--- config.mk ---
export PLATFORM = sky130hd
export DESIGN_NAME = rced_front
export DESIGN_NICKNAME = d
export VERILOG_FILES = /design/src/rtl/rced_pkg.sv /design/src/rtl/rced_front.sv
export SDC_FILE = /design/constraint.sdc
export NUM_CORES = 2
export LEC_CHECK = 0
export ABC_AREA = 1
export BUFFER_PORTS_ARGS = -buffer_cell sky130_fd_sc_hd__buf_2
export CORE_MARGIN = 3
export CORE_UTILIZATION = 54
export DETAILED_ROUTE_END_ITERATION = 8
export GPL_TIMING_DRIVEN = 0
export PLACE_DENSITY = 0.74
export SYNTH_ARGS = -nofsm -noshare
export SYNTH_HDL_FRONTEND = slang
export SYNTH_SLANG_ARGS = --single-unit
--- constraint.sdc ---
create_clock -name i_clk -period 23.6 [get_ports i_clk]
set_input_delay 4.72 -clock i_clk [delete_from_list [all_inputs] [get_ports i_clk]]
set_output_delay 4.72 -clock i_clk [all_outputs]
set_load 0.01 [all_outputs]
--- src/rtl/rced_pkg.sv ---
// Shared types, constants and helper functions for the relative error derivative core.
`default_nettype none
package rced_pkg;

    localparam int XW = 20;                 // CORDIC x/y width, Q16
    localparam int ZW = 20;                 // CORDIC angle width, Q16
    localparam int TW = 25;                 // rounded wp*pos term width
    localparam int PW = 37;                 // speed times sin/cos product width
    localparam int SW = 27;                 // pre-saturation sum width
    localparam int QUEUE_DEPTH = 4;
    localparam int CORDIC_STAGES_DEF = 14;
    localparam int ATAN_LEN = 24;

    localparam logic signed [ZW-1:0] Q16_HALF_PI = ZW'(102944);
    localparam logic signed [ZW-1:0] Q16_PI      = ZW'(205887);
    localparam logic signed [XW-1:0] CORDIC_GAIN = XW'(39797);

    typedef struct packed {
        logic signed [ZW-1:0] z;
        logic                 flip;
        logic signed [15:0]   vt;
        logic signed [15:0]   vp;
        logic signed [15:0]   dxd;
        logic signed [15:0]   dyd;
        logic signed [TW-1:0] wpy;
        logic signed [TW-1:0] wpx;
        logic signed [15:0]   rh;
        logic                 rh_sat;
    } t_item;

    typedef struct packed {
        logic full;
        logic empty;
    } t_q_status;

    typedef struct packed {
        logic signed [15:0] v;
        logic               sat;
    } t_clip;

    function automatic logic signed [ZW-1:0] atan_q16(input logic [4:0] idx);
        logic signed [ZW-1:0] r;
        case (idx)
            5'd0:  r = ZW'(51472);
            5'd1:  r = ZW'(30386);
            5'd2:  r = ZW'(16055);
            5'd3:  r = ZW'(8150);
            5'd4:  r = ZW'(4091);
            5'd5:  r = ZW'(2047);
            5'd6:  r = ZW'(1024);
            5'd7:  r = ZW'(512);
            5'd8:  r = ZW'(256);
            5'd9:  r = ZW'(128);
            5'd10: r = ZW'(64);
            5'd11: r = ZW'(32);
            5'd12: r = ZW'(16);
            5'd13: r = ZW'(8);
            5'd14: r = ZW'(4);
            5'd15: r = ZW'(2);
            5'd16: r = ZW'(1);
            default: r = '0;
        endcase
        return r;
    endfunction

    function automatic t_clip clip16(input logic signed [SW-1:0] v);
        t_clip r;
        if (v > SW'(32767)) begin
            r.v   = 16'sh7FFF;
            r.sat = 1'b1;
        end else if (v < -SW'(32768)) begin
            r.v   = 16'sh8000;
            r.sat = 1'b1;
        end else begin
            r.v   = v[15:0];
            r.sat = 1'b0;
        end
        return r;
    endfunction

endpackage
`default_nettype wire

--- src/rtl/rced_front.sv ---
// Front end: input register, angle reduction, turn-rate cross terms, heading rate.
`default_nettype none
module rced_front
    import rced_pkg::*;
(
    input  wire logic               i_clk,
    input  wire logic               i_rst_n,
    input  wire logic               i_in_valid,
    output logic                    o_in_stall,
    input  wire logic signed [15:0] i_rel_x,
    input  wire logic signed [15:0] i_rel_y,
    input  wire logic signed [15:0] i_rel_heading,
    input  wire logic signed [15:0] i_tracker_speed,
    input  wire logic signed [15:0] i_tracker_turn_rate,
    input  wire logic signed [15:0] i_planner_speed,
    input  wire logic signed [15:0] i_planner_turn_rate,
    input  wire logic signed [15:0] i_dist_x,
    input  wire logic signed [15:0] i_dist_y,
    input  wire t_q_status          i_q_status,
    output logic                    o_push,
    output t_item                   o_item
);

    logic               r_valid;
    logic signed [15:0] r_px, r_py, r_th, r_vt, r_wt, r_vp, r_wp, r_dxd, r_dyd;

    logic                 accept;
    logic signed [ZW-1:0] z_raw;
    logic signed [32:0]   wp_e, px_e, py_e, pr_y, pr_x;
    logic signed [16:0]   rh_w;
    t_clip                rh_c;

    assign o_in_stall = r_valid && i_q_status.full;
    assign accept     = i_in_valid && !o_in_stall;
    assign o_push     = r_valid && !i_q_status.full;

    always_ff @(posedge i_clk) begin
        if (!i_rst_n) begin
            r_valid <= 1'b0;
        end else if (accept) begin
            r_valid <= 1'b1;
        end else if (o_push) begin
            r_valid <= 1'b0;
        end
        if (accept) begin
            r_px  <= i_rel_x;
            r_py  <= i_rel_y;
            r_th  <= i_rel_heading;
            r_vt  <= i_tracker_speed;
            r_wt  <= i_tracker_turn_rate;
            r_vp  <= i_planner_speed;
            r_wp  <= i_planner_turn_rate;
            r_dxd <= i_dist_x;
            r_dyd <= i_dist_y;
        end
    end

    always_comb begin
        z_raw = {{(ZW-19){r_th[15]}}, r_th, 3'b000};
        wp_e  = 33'(r_wp);
        px_e  = 33'(r_px);
        py_e  = 33'(r_py);
        pr_y  = wp_e * py_e + 33'sd128;
        pr_x  = wp_e * px_e + 33'sd128;
        rh_w  = 17'(r_wt) - 17'(r_wp);
        rh_c  = clip16(SW'(rh_w));

        o_item = '0;
        if (z_raw > Q16_HALF_PI) begin
            o_item.z    = z_raw - Q16_PI;
            o_item.flip = 1'b1;
        end else if (z_raw < -Q16_HALF_PI) begin
            o_item.z    = z_raw + Q16_PI;
            o_item.flip = 1'b1;
        end else begin
            o_item.z    = z_raw;
            o_item.flip = 1'b0;
        end
        o_item.vt     = r_vt;
        o_item.vp     = r_vp;
        o_item.dxd    = r_dxd;
        o_item.dyd    = r_dyd;
        o_item.wpy    = pr_y[32:8];
        o_item.wpx    = pr_x[32:8];
        o_item.rh     = rh_c.v;
        o_item.rh_sat = rh_c.sat;
    end

endmodule
`default_nettype wire

* Word level (Yosys, flattened, before mapping) *
Cells that the tools add are included.

word-level totals
  register bits after elaboration = 145
  input port bits = 149
  output and inout port bits = 154
  logic and storage cells = 33

operators by class
  $add $sub $neg = 5
  multiply operators = 2
  $lt $le $gt $ge = 4
  mux-type cells = 6
  reductions and logical operators = 6

operators by type and width
  kind                                                                                number
  32-bit by 9-bit adder with 33-bit output (second input constant)                    2
  16-bit by 16-bit multiplier with 32-bit output                                      2
  21-bit 2-to-1 mux                                                                   2
  17-bit 2-to-1 mux                                                                   2
  19-bit by 19-bit adder with 20-bit output (second input constant)                   1
  19-bit by 19-bit subtractor with 20-bit output (second input constant)              1
  19-bit by 18-bit greater-than comparator with 1-bit output (second input constant)  1
  19-bit by 18-bit < comparator with 1-bit output (second input constant)             1
  17-bit by 16-bit greater-than comparator with 1-bit output (second input constant)  1
  17-bit by 16-bit < comparator with 1-bit output (second input constant)             1
  16-bit by 16-bit subtractor with 17-bit output                                      1
  1-bit logical AND                                                                   3
  1-bit logical NOT                                                                   2
  1-bit 2-to-1 mux                                                                    2
  2-bit nonzero test                                                                  1

* Depth between registers and ports, before layout *
  depth after elaboration = 4
  gate-level depth with buffers = 27
  gate-level depth less buffers = 25

* Least setup slack after synthesis *
No wires, ideal clock.

  kind = input -> register
  start = in i_q_status[1] (netlist name)
  end = reg r_dxd[0], enable pin
  library setup time = 649 ps
  data arrival time = 10847 ps
  data required time = 22951 ps
  path slack = 12105 ps
  stages = 3
  cell sequence = nand2_1 -> inv_1 -> nor2_1

between the ends
  word-level cells in the longest chain between the ends = 3

RTL lines
  item                  RTL line          source
  start, declared       rced_front.sv:19  input wire t_q_status i_q_status,
  1-bit logical AND     rced_front.sv:33  assign o_in_stall = r_valid && i_q_status.full;
  named net o_in_stall  rced_front.sv:9   output logic o_in_stall,
  1-bit logical NOT     rced_front.sv:34  assign accept = i_in_valid && !o_in_stall;
  1-bit logical AND     rced_front.sv:34
  named net accept      rced_front.sv:27  logic accept;
  end signal, assigned  rced_front.sv:53  r_dxd <= i_dist_x;
  end, declared         rced_front.sv:25  logic signed [15:0] r_px, r_py, r_th, r_vt, r_wt, r_vp, r_wp, r_dxd, r_dyd;

The timed path passes the listed nets, and every way through them passes these cells.
A chain may end at the register's enable or synchronous reset.

==> out/metrics.yaml <==
cts_resized: 0
synth_area_leaders: "fa_1 (38%), edfxtp_1 (16%), inv_1 (13%)"
syn_inst: 3465
drt_wl_total_um: 76700
initialDrtViolationCount: 2052
crit_arrival_ns: 7.45
critical_path.max_fanout: 10
synth_nets: 4326
crit_top_cell: "nand2_1"
synth_most_common_cell: "inv_1"
grt_setup_unrepaired: "no"
grt_max_degree: 36
slowest_stage: "clkbuf_1"
insertion_delay_ns: 0.46
ys_types: 34
dp_hpwl_um: 64100
synthTopCellsByCount: "inv_1 (997), nand2_1 (967), fa_1 (535)"
yosys.area.top_type_share_pct: 38.4
cts_hold_buf: 0
clkSinkCount: 145
fillers: 4532
fin_crit_ns: 12.17
first_pass_iters: 5
num_vias: 23200
die_w_um: 233
finalCritPeriodShare_pct: 51.6
synth_ff_type: "edfxtp_1"
slew_headroom_pct: 31.5
path_clk_slew_ns: 0.08
slew_viol_final: 0
gp_congestion: 0.956
hp-class: "reg2reg"
finalHoldViolCount: 0
area_growth_syn_to_layout_pct: 11.2
critPathTopFamily: "adder cells"
drtAntennaViolNets: 0
io_buffers: 301
antenna_found_initial: 3
worstMarginPinSlew_ns: 1.03
post_cts_buffers: 0
htree_levels: 4
core_sq_um: 50600
required_ns: 18.88
die_area_sq_um: 54400
seq_area_frac_synth_pct: 15.6
tns_ns: 0
drt-wirelength-per-cell_um: 17.1
max_freq_ghz: 0.0822
cts_buffer_depth: 2
die_y_um: 233
worstPathCellList: "clkbuf_1, buf_1, nand2_1, fa_1, fa_1, inv_1, fa_1, fa_1, fa_1, inv_1, fa_1, inv_1, ha_1, nand2_1, nor2_1, inv_1, nor3_1, nand2_1, nand2_1, nand2_1, nand2_1, nand2_1, nand2_1, buf_2"
numCtsBuffers: 17
synth_top_area_cell: "fa_1"
fin_nets: 4651
vias_per_cell: 5.18
setup_viol_count_final: 0
drv_cap: 0
num_rows: 82
cts_tree: "built"
start_util_pct: 55.1
synth_enable_flop_cells: 144
cts-root-buf: "clkbuf_16"
outcome: "finished, final reports clean"
fin_skew_ns: 0.0186
path_buf_inv: 7
critPathLaunchType: "register"
synth_seq_cells: 145
grt_pass1_vias: 23400
grt_overflow_total: 0
avgSynthCellArea_sq_um: 8.04
async_flop_share_pct: 0
syn_area_sq_um: 27900
max_stage_delay_ns: 0.73
cp-end-kind: "output port"
track_usage_pct: 29.4
drc: 0
grt_first_pass_wirelength_um: 123000
synth_warnings: 0
crit_type: "reg2out"
io-pin-count: 303
drive_above_1_share_pct: 9.78
[worst reg2reg max path: cells and delay by family (launching register included)]
| family | cells | cell delay, ns |
|---|---|---|
| buf+inv | 5 | 0.99 |
| flops | 1 | 0.32 |
| simple gates | 2 | 0.24 |
[stage by stage]
stage	setup WS, ns	instance area [sq um]	hold slack [ns]	utilization, %	cells
floorplan	12.10	27900	0.463	-	3465
global placement	9.14	30200	0.492	59.7	4438
detailed placement	12.09	30300	0.496	59.9	4443
CTS	11.58	31000	0.508	61.2	4475
global route	11.09	31000	0.520	61.2	4478
finish	11.43	31000	0.519	61.2	4478
[logic make-up after synthesis]
logic type | Yosys count | share of synthesized area [%]
AND/OR/NAND/NOR | 1235 | 17.4
buffers and inverters | 1143 | 15.5
adder cells (fa/ha/maj) | 712 | 46.4
AO/OA/AOI/OAI | 169 | 3.16
flip-flops | 145 | 15.6
XOR/XNOR | 61 | 1.92
[cell usage in the layout (no fill, tap or decap), drive strengths merged, types with 7 or more instances in the layout]
cell type and count:
xor2 51, o21ai 67, nand4 14, o21bai 7, buf 326, nand3 84, nor3 15, ha 177
edfxtp 144, inv 1018, clkbuf 133, nand2 970, xnor2 10, a21oi 87, nor2 138, fa 535
[flip-flops by register name, indices dropped and copies added, names as in the netlist, 16 cells and up]
signal / cells
r_dyd: 16
r_wt: 16
r_vp: 16
r_px: 16
r_vt: 16
r_dxd: 16
r_th: 16
r_wp: 16
r_py: 16
[per-layer routing]
layer	GRT usage, %	vias up	routed length (um)
met5	0	-	0
li1	-	10600	-
met4	8.53	0	2100
met3	5.72	151	7490
met1	41.1	11300	31600
met2	47.1	1102	35600
[layout make-up]
type	instances	area [sq um]	area share [%]
diodes	3	7.51	0.0242
plain buffers	135	538	1.74
clock buffers	18	439	1.42
clock inverters	14	206	0.667
inverters	1008	3780	12.2
multi-input cells	2177	19200	62.0
flip-flops and latches	145	4340	14.0
well taps	672	841	2.71
repair buffers	306	1610	5.21
[path summary, 6_finish.rpt]
path	startpoint	endpoint	slack [ns]	cells past startpoint
worst min-delay path	r_valid	r_valid	0.52	2
worst max register to register	r_valid	r_px[13]	21.71	7
worst min register to register	r_valid	r_valid	0.52	2
worst max-delay path	r_wp[1]	o_item[66]	11.43	24
Power is not shown: default switching activity piles up to over one toggle a cycle in this logic, so the estimate is an artifact.
