$ cat src/rtl/rced_pkg.sv
// Shared types, constants and helper functions for the relative error derivative core.
`default_nettype none
package rced_pkg;

    localparam int XW = 20;                 // CORDIC x/y width, Q16
    localparam int ZW = 20;                 // CORDIC angle width, Q16
    localparam int TW = 25;                 // rounded wp*pos term width
    localparam int PW = 37;                 // speed times sin/cos product width
    localparam int SW = 27;                 // pre-saturation sum width
    localparam int QUEUE_DEPTH = 4;
    localparam int CORDIC_STAGES_DEF = 14;
    localparam int ATAN_LEN = 24;

    localparam logic signed [ZW-1:0] Q16_HALF_PI = ZW'(102944);
    localparam logic signed [ZW-1:0] Q16_PI      = ZW'(205887);
    localparam logic signed [XW-1:0] CORDIC_GAIN = XW'(39797);

    typedef struct packed {
        logic signed [ZW-1:0] z;
        logic                 flip;
        logic signed [15:0]   vt;
        logic signed [15:0]   vp;
        logic signed [15:0]   dxd;
        logic signed [15:0]   dyd;
        logic signed [TW-1:0] wpy;
        logic signed [TW-1:0] wpx;
        logic signed [15:0]   rh;
        logic                 rh_sat;
    } t_item;

    typedef struct packed {
        logic full;
        logic empty;
    } t_q_status;

    typedef struct packed {
        logic signed [15:0] v;
        logic               sat;
    } t_clip;

    function automatic logic signed [ZW-1:0] atan_q16(input logic [4:0] idx);
        logic signed [ZW-1:0] r;
        case (idx)
            5'd0:  r = ZW'(51472);
            5'd1:  r = ZW'(30386);
            5'd2:  r = ZW'(16055);
            5'd3:  r = ZW'(8150);
            5'd4:  r = ZW'(4091);
            5'd5:  r = ZW'(2047);
            5'd6:  r = ZW'(1024);
            5'd7:  r = ZW'(512);
            5'd8:  r = ZW'(256);
            5'd9:  r = ZW'(128);
            5'd10: r = ZW'(64);
            5'd11: r = ZW'(32);
            5'd12: r = ZW'(16);
            5'd13: r = ZW'(8);
            5'd14: r = ZW'(4);
            5'd15: r = ZW'(2);
            5'd16: r = ZW'(1);
            default: r = '0;
        endcase
        return r;
    endfunction

    function automatic t_clip clip16(input logic signed [SW-1:0] v);
        t_clip r;
        if (v > SW'(32767)) begin
            r.v   = 16'sh7FFF;
            r.sat = 1'b1;
        end else if (v < -SW'(32768)) begin
            r.v   = 16'sh8000;
            r.sat = 1'b1;
        end else begin
            r.v   = v[15:0];
            r.sat = 1'b0;
        end
        return r;
    endfunction

endpackage
`default_nettype wire

$ cat src/rtl/rced_queue.sv
// Small word queue between the front end and the CORDIC back end.
`default_nettype none
module rced_queue
    import rced_pkg::*;
(
    input  wire logic  i_clk,
    input  wire logic  i_rst_n,
    input  wire logic  i_push,
    input  wire t_item i_item,
    input  wire logic  i_pop,
    output t_item      o_item,
    output t_q_status  o_status
);

    localparam int AW = $clog2(QUEUE_DEPTH);

    t_item            r_mem [QUEUE_DEPTH];
    logic [AW-1:0]    r_wr, r_rd;
    logic [AW:0]      r_cnt, n_cnt;

    assign o_status.full  = (r_cnt == (AW+1)'(QUEUE_DEPTH));
    assign o_status.empty = (r_cnt == '0);
    assign o_item         = r_mem[r_rd];

    always_comb begin
        n_cnt = r_cnt;
        if (i_push && !i_pop) begin
            n_cnt = r_cnt + 1'b1;
        end else if (!i_push && i_pop) begin
            n_cnt = r_cnt - 1'b1;
        end
    end

    always_ff @(posedge i_clk) begin
        if (!i_rst_n) begin
            r_wr  <= '0;
            r_rd  <= '0;
            r_cnt <= '0;
        end else begin
            if (i_push) begin
                r_wr <= r_wr + 1'b1;
            end
            if (i_pop) begin
                r_rd <= r_rd + 1'b1;
            end
            r_cnt <= n_cnt;
        end
        if (i_push) begin
            r_mem[r_wr] <= i_item;
        end
    end

endmodule
`default_nettype wire

$ cat config.mk
export PLATFORM = sky130hd
export DESIGN_NAME = rced_queue
export DESIGN_NICKNAME = d
export VERILOG_FILES = /design/src/rtl/rced_pkg.sv /design/src/rtl/rced_queue.sv
export SDC_FILE = /design/constraint.sdc
export NUM_CORES = 1
export LEC_CHECK = 0
export BUFFER_PORTS_ARGS = -buffer_cell sky130_fd_sc_hd__buf_2
export CAP_MARGIN = 20
export CELL_PAD_IN_SITES_DETAIL_PLACEMENT = 0
export CELL_PAD_IN_SITES_GLOBAL_PLACEMENT = 1
export CORE_AREA = 10 10 183 254
export DETAILED_ROUTE_END_ITERATION = 8
export DIE_AREA = 0 0 193 264
export GPL_ROUTABILITY_DRIVEN = 0
export PLACE_DENSITY_LB_ADDON = 0.1
export SLEW_MARGIN = 20
export SYNTH_ARGS = -nofsm -noshare
export SYNTH_HDL_FRONTEND = slang
export SYNTH_SLANG_ARGS = --single-unit
$ cat constraint.sdc
create_clock -name i_clk -period 11.1 [get_ports i_clk]
set_clock_uncertainty 0.1 [all_clocks]
set_input_delay 1.11 -clock i_clk [delete_from_list [all_inputs] [get_ports i_clk]]
set_output_delay 1.11 -clock i_clk [all_outputs]
set_load 0.1 [all_outputs]
* After elaboration in Yosys (flattened, before gate mapping) *
Memory sizes are Yosys's and may differ from the RTL's. A register that Yosys moved wholly into a read port is not among the register bits.
Cells that the tools add are included.

storage, ports and cells
  register bits after elaboration = 7
  bits in latches = 0
  RAM bits = 608
  bits in read-only memories = 0
  input port bits = 156
  output and inout bits = 154
  logic and storage cells = 21
  memories = 1

operators by class
  add/sub/neg operators = 4
  multipliers = 0
  div/mod/pow operators = 0
  order comparisons = 0
  eq/ne operators = 1
  shift-type cells = 0
  mux-type cells = 6
  bitwise operators = 0
  reduce and logical (&&, ||, !) cells = 6

memory list
  name   depth  width  read ports  clocked after Yosys merged registers in  write ports  RTL line          RTL
  r_mem  4      152    1           1                                        1            rced_queue.sv:17  t_item r_mem [QUEUE_DEPTH];

operators by type and width
  kind                                                                count
  3-bit 2-to-1 mux                                                    2
  2-bit by 1-bit adder with 2-bit output, second input constant       2
  2-bit 2-to-1 mux                                                    2
  3-bit by 1-bit adder with 3-bit output, second input constant       1
  3-bit equality test, second input constant                          1
  3-bit zero test                                                     1
  3-bit by 1-bit subtractor with 3-bit output, second input constant  1
  1-bit logical AND                                                   2
  1-bit zero test                                                     2
  1-bit 2-to-1 mux                                                    2
  2-bit nonzero test                                                  1

* Logic depth before layout (Yosys ltp) *
Gate-level depths: netlist (run 1).

  word-level depth = 4
  mapped depth = 7
  mapped depth without buffers = 7

* Least setup slack after synthesis (run 1) *
OpenSTA, ideal clock, no wires.

  path type = input-to-reg
  start point = input port i_push
  end point = memory r_mem[0][0] (netlist bit) (enable)
  arrival = 4.578 ns
  required time = 10.471 ns
  slack = 5.893 ns
  stages on the path = 1
  buffers on the path = 0
  cells stage by stage = and2_1

on the way
  word-level cells in the longest chain between the ends = 2

RTL lines
  element                                 RTL line          RTL
  start, declared                         rced_queue.sv:8   input wire logic i_push,
  1-bit 2-to-1 mux                        rced_queue.sv:48  if (i_push) begin
  1-bit 2-to-1 mux (implied by the code)  rced_queue.sv:49  r_mem[r_wr] <= i_item;
  end, declared                           rced_queue.sv:17

No other way between the ends.

==> results of run 1 <==
## sequential cells by signal (all words and copies together) (netlist names), named ones only
signal	count
r_cnt	3
r_mem	608
r_rd	2
r_wr	2
## per-stage QoR
stage	std cells	worst slack, ns	hold slack (ns)
finish	1781	6.35	0.410
global route	1778	5.99	0.494
CTS	1776	5.89	0.412
detailed placement	1672	6.55	0.404
global placement	1671	6.51	0.385
floorplan	837	5.89	0.372
## final cells by class
class | instances | area [µm²]
sequential | 617 | 18400
fill | 2914 | 15500
multi-input combinational | 182 | 3680
timing repair buffer | 323 | 1670
clock buffer | 68 | 1470
tap | 546 | 683
clock inverter | 36 | 305
inverter | 4 | 15.0
antenna | 5 | 12.5
## path summary, 6_finish.rpt
check,endpoint,cells after the start
max reg2reg,r_mem[2][116],4
min reg2reg,r_cnt[2],2
min,r_cnt[2],2
max,o_item[90],4
## per-layer routing
| metal | routed length [µm] | up-vias | global-route usage |
|---|---|---|---|
| li1 | - | 4330 | - |
| met1 | 17400 | 5209 | 0.231 |
| met2 | 22900 | 324 | 0.284 |
| met3 | 3690 | 78 | 0.0509 |
| met4 | 1050 | 14 | 0.0548 |
| met5 | 92 | - | 0 |
## logic make-up after synthesis
kind of cell             Yosys count  share of synthesized area
multiplexers                     154                      0.154
XOR/XNOR                           5                    0.00196
buffers and inverters             38                     0.0107
flip-flops                       617                      0.825
adder cells (fa/ha/maj)            6                    0.00369
AND/OR/NAND/NOR                   15                    0.00409
AO/OA/AOI/OAI                      2                   0.000560
## worst max-delay path: stages, from the launching register on
cell and delay, ns:
dfxtp_4 0.61, buf_4 0.70, buf_6 0.66, mux4_2 0.61
buf_2 0.31
## cell usage in the layout, fill, tap and decap left out, types with 2 or more instances in the layout
cell type	netlist	layout
clkbuf_1	7	11
xnor2_1	2	2
dfxtp_4	0	2
bufinv_16	0	5
clkbuf_16	0	57
edfxtp_1	608	608
mux2i_1	2	2
dfxtp_1	9	7
clkinvlp_4	0	2
buf_4	0	12
and2_1	9	5
ha_1	5	5
and2_4	0	4
xor2_1	3	3
clkinv_2	0	7
inv_1	4	4
buf_2	17	309
mux4_2	152	152
diode_2	0	5
inv_6	0	2
clkinv_1	0	19
nor2b_1	2	2
## power groups by stage
stage          sequential (W)  combinational [W]  clock (W)
5_1_grt               0.00272            0.00112    0.00198
4_1_cts               0.00271            0.00109    0.00189
3_3_place_gp          0.00276            0.00109          0
2_1_floorplan         0.00276           0.000898          0
6_report              0.00271            0.00108    0.00185
3_5_place_dp          0.00276            0.00109          0
==> metrics.txt, run 1 <==
Vias/cell=5.59; flop-to-flop setup slack=8.54 ns; DRC=0; Synth Net Count=999; Seq cells post-synth=617; minimum clock period=4.75 ns; Warnings, synthesis=0; Port-buffer cells=309; DRT iter0 DRCs=534; Max-cap violations=0; Final Cell Area=26300 µm²; Placeable Area=41800 µm²; worst-margin pin slew=0.999 ns; clk slew on worst S/H paths=0.06 ns; Mapped Area=22400 µm²; via count=9955; sequential power share=0.481; hold_sp=r_cnt[2]; grt ovf=0; antenna violations before repair=9; Detailed Place HPWL=28100 µm; DR WL/cell=25.3 µm; WP data required=9.89 ns; NetSw=0.00169 W; global-route wire length before repair=67600 µm; clk buf depth=3; drt first pass iters=5; Final Hold Vio Count=0; EDFF count, synth=608; CTS tree=yes; Critical Path Fanout Max=49; clock power share=0.328; Nets=1346; chip height=264 µm; critical setup path kind=reg -> out; predominant post-synthesis flop cell=edfxtp_1; post-cts sizing count=0; Starting Density=0.535; share of layout cells above drive strength 1=0.451; total power=0.00564 W; share of the yosys chip area belonging to registers=0.825; Internal=0.00395 W; period utilisation layout=0.428; Synth area leaders=edfxtp_1 (82%), mux4_2 (15%), dfxtp_1 (0.81%), buf_6 (0.50%), buf_2 (0.38%); Final ANT Viol Nets=0; worst path arrival time=3.54 ns; DIE AREA=51000 µm²; Clk Latency, worst-skew pair=0.59 ns; setup TNS=0 ns; I/O Pins=310; Lkg Pwr=8.78 nW; Yosys cell types=20; Area Growth Syn to Fin=17.6%; crit path capture type=output pin; endpoints failing setup=0; top-count cell post-synth=edfxtp_1; number of global-route vias before repair=10800; hold buffer count at cts=0; Worst setup SP type=flip-flop; synthesized netlist cell count=837; DP Area=24500 µm²; RSZ-0062 raised after global routing=false; outcome=complete, no violations; reg2reg start=r_wr[0]; syn avg cell area=26.7 µm²; CTS buffer count=56; Commonest cells post-synth=edfxtp_1 (608), mux4_2 (152), buf_2 (17); Combinational Power Share=0.191; Sinks on Clock Net=617; CTS HTree Levels=2; asr flop ratio synth=0; total global-route track usage=0.177; fmax=210 MHz; final wirelength=45100 µm; Power Density=214 nW/µm²; Slew Limit Headroom=0.334; largest net degree at the start of global routing=66; post-CTS setup buffer count=0; CTS Root Cell=clkbuf_16; Core Util, Final=0.629; Peak VDD IR=0.155 mV; cell type with the largest total area after synthesis=edfxtp_1; worst min path class=reg -> reg; Slew Limit Fails=0; top cell type's share of synthesized area=0.817; Sw Ratio=0.300; Die W=193 µm; # rows=89
Power figures use the tool's default switching activity.
==> inputs of run 2 (changes only) <==
--- a/config.mk
+++ b/config.mk
@@ -9,9 +9,9 @@
 export CAP_MARGIN = 20
 export CELL_PAD_IN_SITES_DETAIL_PLACEMENT = 0
 export CELL_PAD_IN_SITES_GLOBAL_PLACEMENT = 1
-export CORE_AREA = 10 10 183 254
+export CORE_AREA = 10 10 190 264
 export DETAILED_ROUTE_END_ITERATION = 8
-export DIE_AREA = 0 0 193 264
+export DIE_AREA = 0 0 200 274
 export GPL_ROUTABILITY_DRIVEN = 0
 export PLACE_DENSITY_LB_ADDON = 0.1
 export SLEW_MARGIN = 20
==> constraint.sdc (replaced) <==
create_clock -name i_clk -period 4.9 [get_ports i_clk]
set_clock_uncertainty 0.1 [all_clocks]
set_input_delay 0.49 -clock i_clk [delete_from_list [all_inputs] [get_ports i_clk]]
set_output_delay 0.49 -clock i_clk [all_outputs]
set_load 0.1 [all_outputs]
==> run 2 against run 1 <==
Compared with the run above:
- setup slack lost 4.8 ns
- global-route usage shrank 1.1 points
- routed wire length grew 0.92%
- die area grew 7.6%
- cell area grew 1.4%
- critical path type unchanged
- critical endpoint is now o_item[27]
==> metrics.txt, run 2 (synthesis results as in run 1) <==
RSZ-0062 raised after global routing=false; largest net degree at the start of global routing=93 (+41%); crit path capture type=output pin; I/O Pins=310 (unchanged); reg2reg start=r_wr[1]; most frequent cells in the layout=edfxtp_1 (608), buf_2 (309), mux4_2 (152); NetSw=0.00382 W (+130%); number of global-route vias before repair=10700 (-0.90%); antenna violations before repair=13 (+4); Sw Ratio=0.298 (-0.00201); fmax=299 MHz; DIE AREA=54800 µm² (+7.6%); CTS HTree Levels=2 (unchanged); final wirelength=45600 µm (+0.92%); Area Growth Syn to Fin=19.3%; clk slew on worst S/H paths=0.06 ns (about the same); global-route wire length before repair=68100 µm (+0.70%); setup TNS=0 ns (unchanged); clk buf depth=3 (unchanged); DRC=0 (unchanged); Slew Limit Headroom=0.371 (+0.0371); endpoints failing setup=0 (unchanged); worst-margin pin slew=0.944 ns (-0.0557 ns); post-CTS setup buffer count=0 (unchanged); post-cts sizing count=0 (unchanged); worst min path class=in -> reg; Starting Density=0.491 (-0.0440); worst-path cell chain=buf_4 > mux4_2 > buf_2; max FFs per register=608 (unchanged); grt ovf=0 (unchanged); Biggest register=r_mem; Nets=1368 (+1.6%); DR WL/cell=24.4 µm (-3.9%); Power Density=481 nW/µm² (+120%); Peak VDD IR=0.335 mV (+120%); crit-path max cell delay=0.84 ns (+0.14 ns); largest registers=r_mem (608), r_cnt (3); Clk Latency, worst-skew pair=0.56 ns (-0.03 ns); filler instances=3336 (+14%); Final Hold Vio Count=0 (unchanged); chip height=274 µm (+3.8%); Port-buffer cells=309 (unchanged); Detailed Place HPWL=28000 µm (-0.28%); hold_sp=i_item[140]; total global-route track usage=0.166 (-0.0110); cell depth of the worst min-delay path=1 (-1); Vias/cell=5.33 (-4.7%); DP Worst Slack=2.04 ns (-4.51 ns); CTS Root Cell=clkbuf_16; Die W=200 µm (+3.6%); CTS buffer count=56 (unchanged); clock power share=0.328 (about the same); FF-to-FF End=r_mem[1][23]; Placeable Area=45500 µm² (+9.0%); Final ANT Viol Nets=0 (unchanged); outcome=complete, no violations; period utilisation layout=0.683; sequential power share=0.479 (-0.002); worst path arrival time=2.76 ns (-0.78 ns); R2R cell count=4 (unchanged); Slew Limit Fails=0 (unchanged); drt first pass iters=4 (-1); Core Util, Final=0.586 (-0.0435); Worst setup SP type=flip-flop; minimum clock period=3.35 ns; Sinks on Clock Net=617 (unchanged); # rows=93 (+4.5%); Combinational Power Share=0.193 (+0.002); Critical Path Fanout Max=34 (-31%); CTS tree=yes; hold buffer count at cts=20 (+20); critical setup path kind=reg -> out; share of layout cells above drive strength 1=0.448 (-0.00330); Final WS setup=1.55 ns (-4.79 ns); Crit-path slowest cell=dfxtp_4; Max-cap violations=0 (unchanged); via count=9964 (+0.090%); Lkg Pwr=8.90 nW (+1.4%); Min-Delay Endpoint=r_mem[3][140]; DRT iter0 DRCs=465 (-13%); flop-to-flop setup slack=2.77 ns (-5.77 ns); commonest non-fill, non-tap cell in the layout=edfxtp_1; WP data required=4.31 ns (-5.58 ns); Internal=0.00900 W (+130%)
[run 2: cell count changes in the layout (fill, tap and decap cells not counted), sizes merged]
cell         previous run  this run
bufinv                  5         6
clkinvlp                2         1
inv                     6         4
clkbuf                 68        67
dlygate4sd3             0        20
buf                   323       325
clkinv                 27        26
[run 2: power by group through the flow]
stage                     sequential [W]  combinational [W]  clock, W
after floorplan                  0.00625            0.00204         0
after global placement           0.00624            0.00249         0
after detailed placement         0.00626            0.00249         0
after CTS                        0.00614            0.00251   0.00433
after global routing             0.00616            0.00256   0.00454
final                            0.00614            0.00247   0.00421
[run 2: final cells by class]
class	count	area (µm²)	share of cell area
Antenna cell	5	12.5	0.000469
Clock buffer	67	1460	0.0549
Clock inverter	33	308	0.0115
Inverter	4	15.0	0.000563
Multi-Input combinational cell	182	3680	0.138
Sequential cell	617	18400	0.692
Tap cell	617	772	0.0290
Timing Repair Buffer	345	1950	0.0733
[run 2: worst max-delay path, delay by kind of cell (launching register included)]
family / cells / cell delay [ns]
buffers and inverters: 2 / 0.75
flip-flops: 1 / 0.84
multiplexers: 1 / 0.57
[run 2: through the flow]
step	power (W)	hold WS, ns	instance area [µm²]	cells
after floorplan	0.00828	0.372	22400	837
after global placement	0.00873	0.389	24700	1745
after detailed placement	0.00875	0.402	24700	1745
after CTS	0.0130	0.0000181	26600	1865
after global routing	0.0133	0.00729	26700	1869
final	0.0128	0.0331	26700	1870
[run 2: worst max-delay path by stage]
stage | from | to | slack (ns)
after floorplan | r_wr[0] | r_mem[0][0] | 0.26
final | flip-flop | o_item[27] | 1.55
after global routing | flip-flop | o_item[27] | 1.34
after detailed placement | flip-flop | o_item[91] | 2.04
after CTS | flip-flop | o_item[91] | 1.42
after global placement | flip-flop | o_item[91] | 2.04
[run 2: routing by layer]
metal  GRT usage  wire, µm  vias to the layer above  share of wire
met4      0.0467       816                       16          0.018
met3      0.0476      3230                       70          0.071
met5           0        93                        -         0.0020
li1            -         -                     4371              -
met2       0.276     23600                      266           0.52
met1       0.210     17800                     5241           0.39
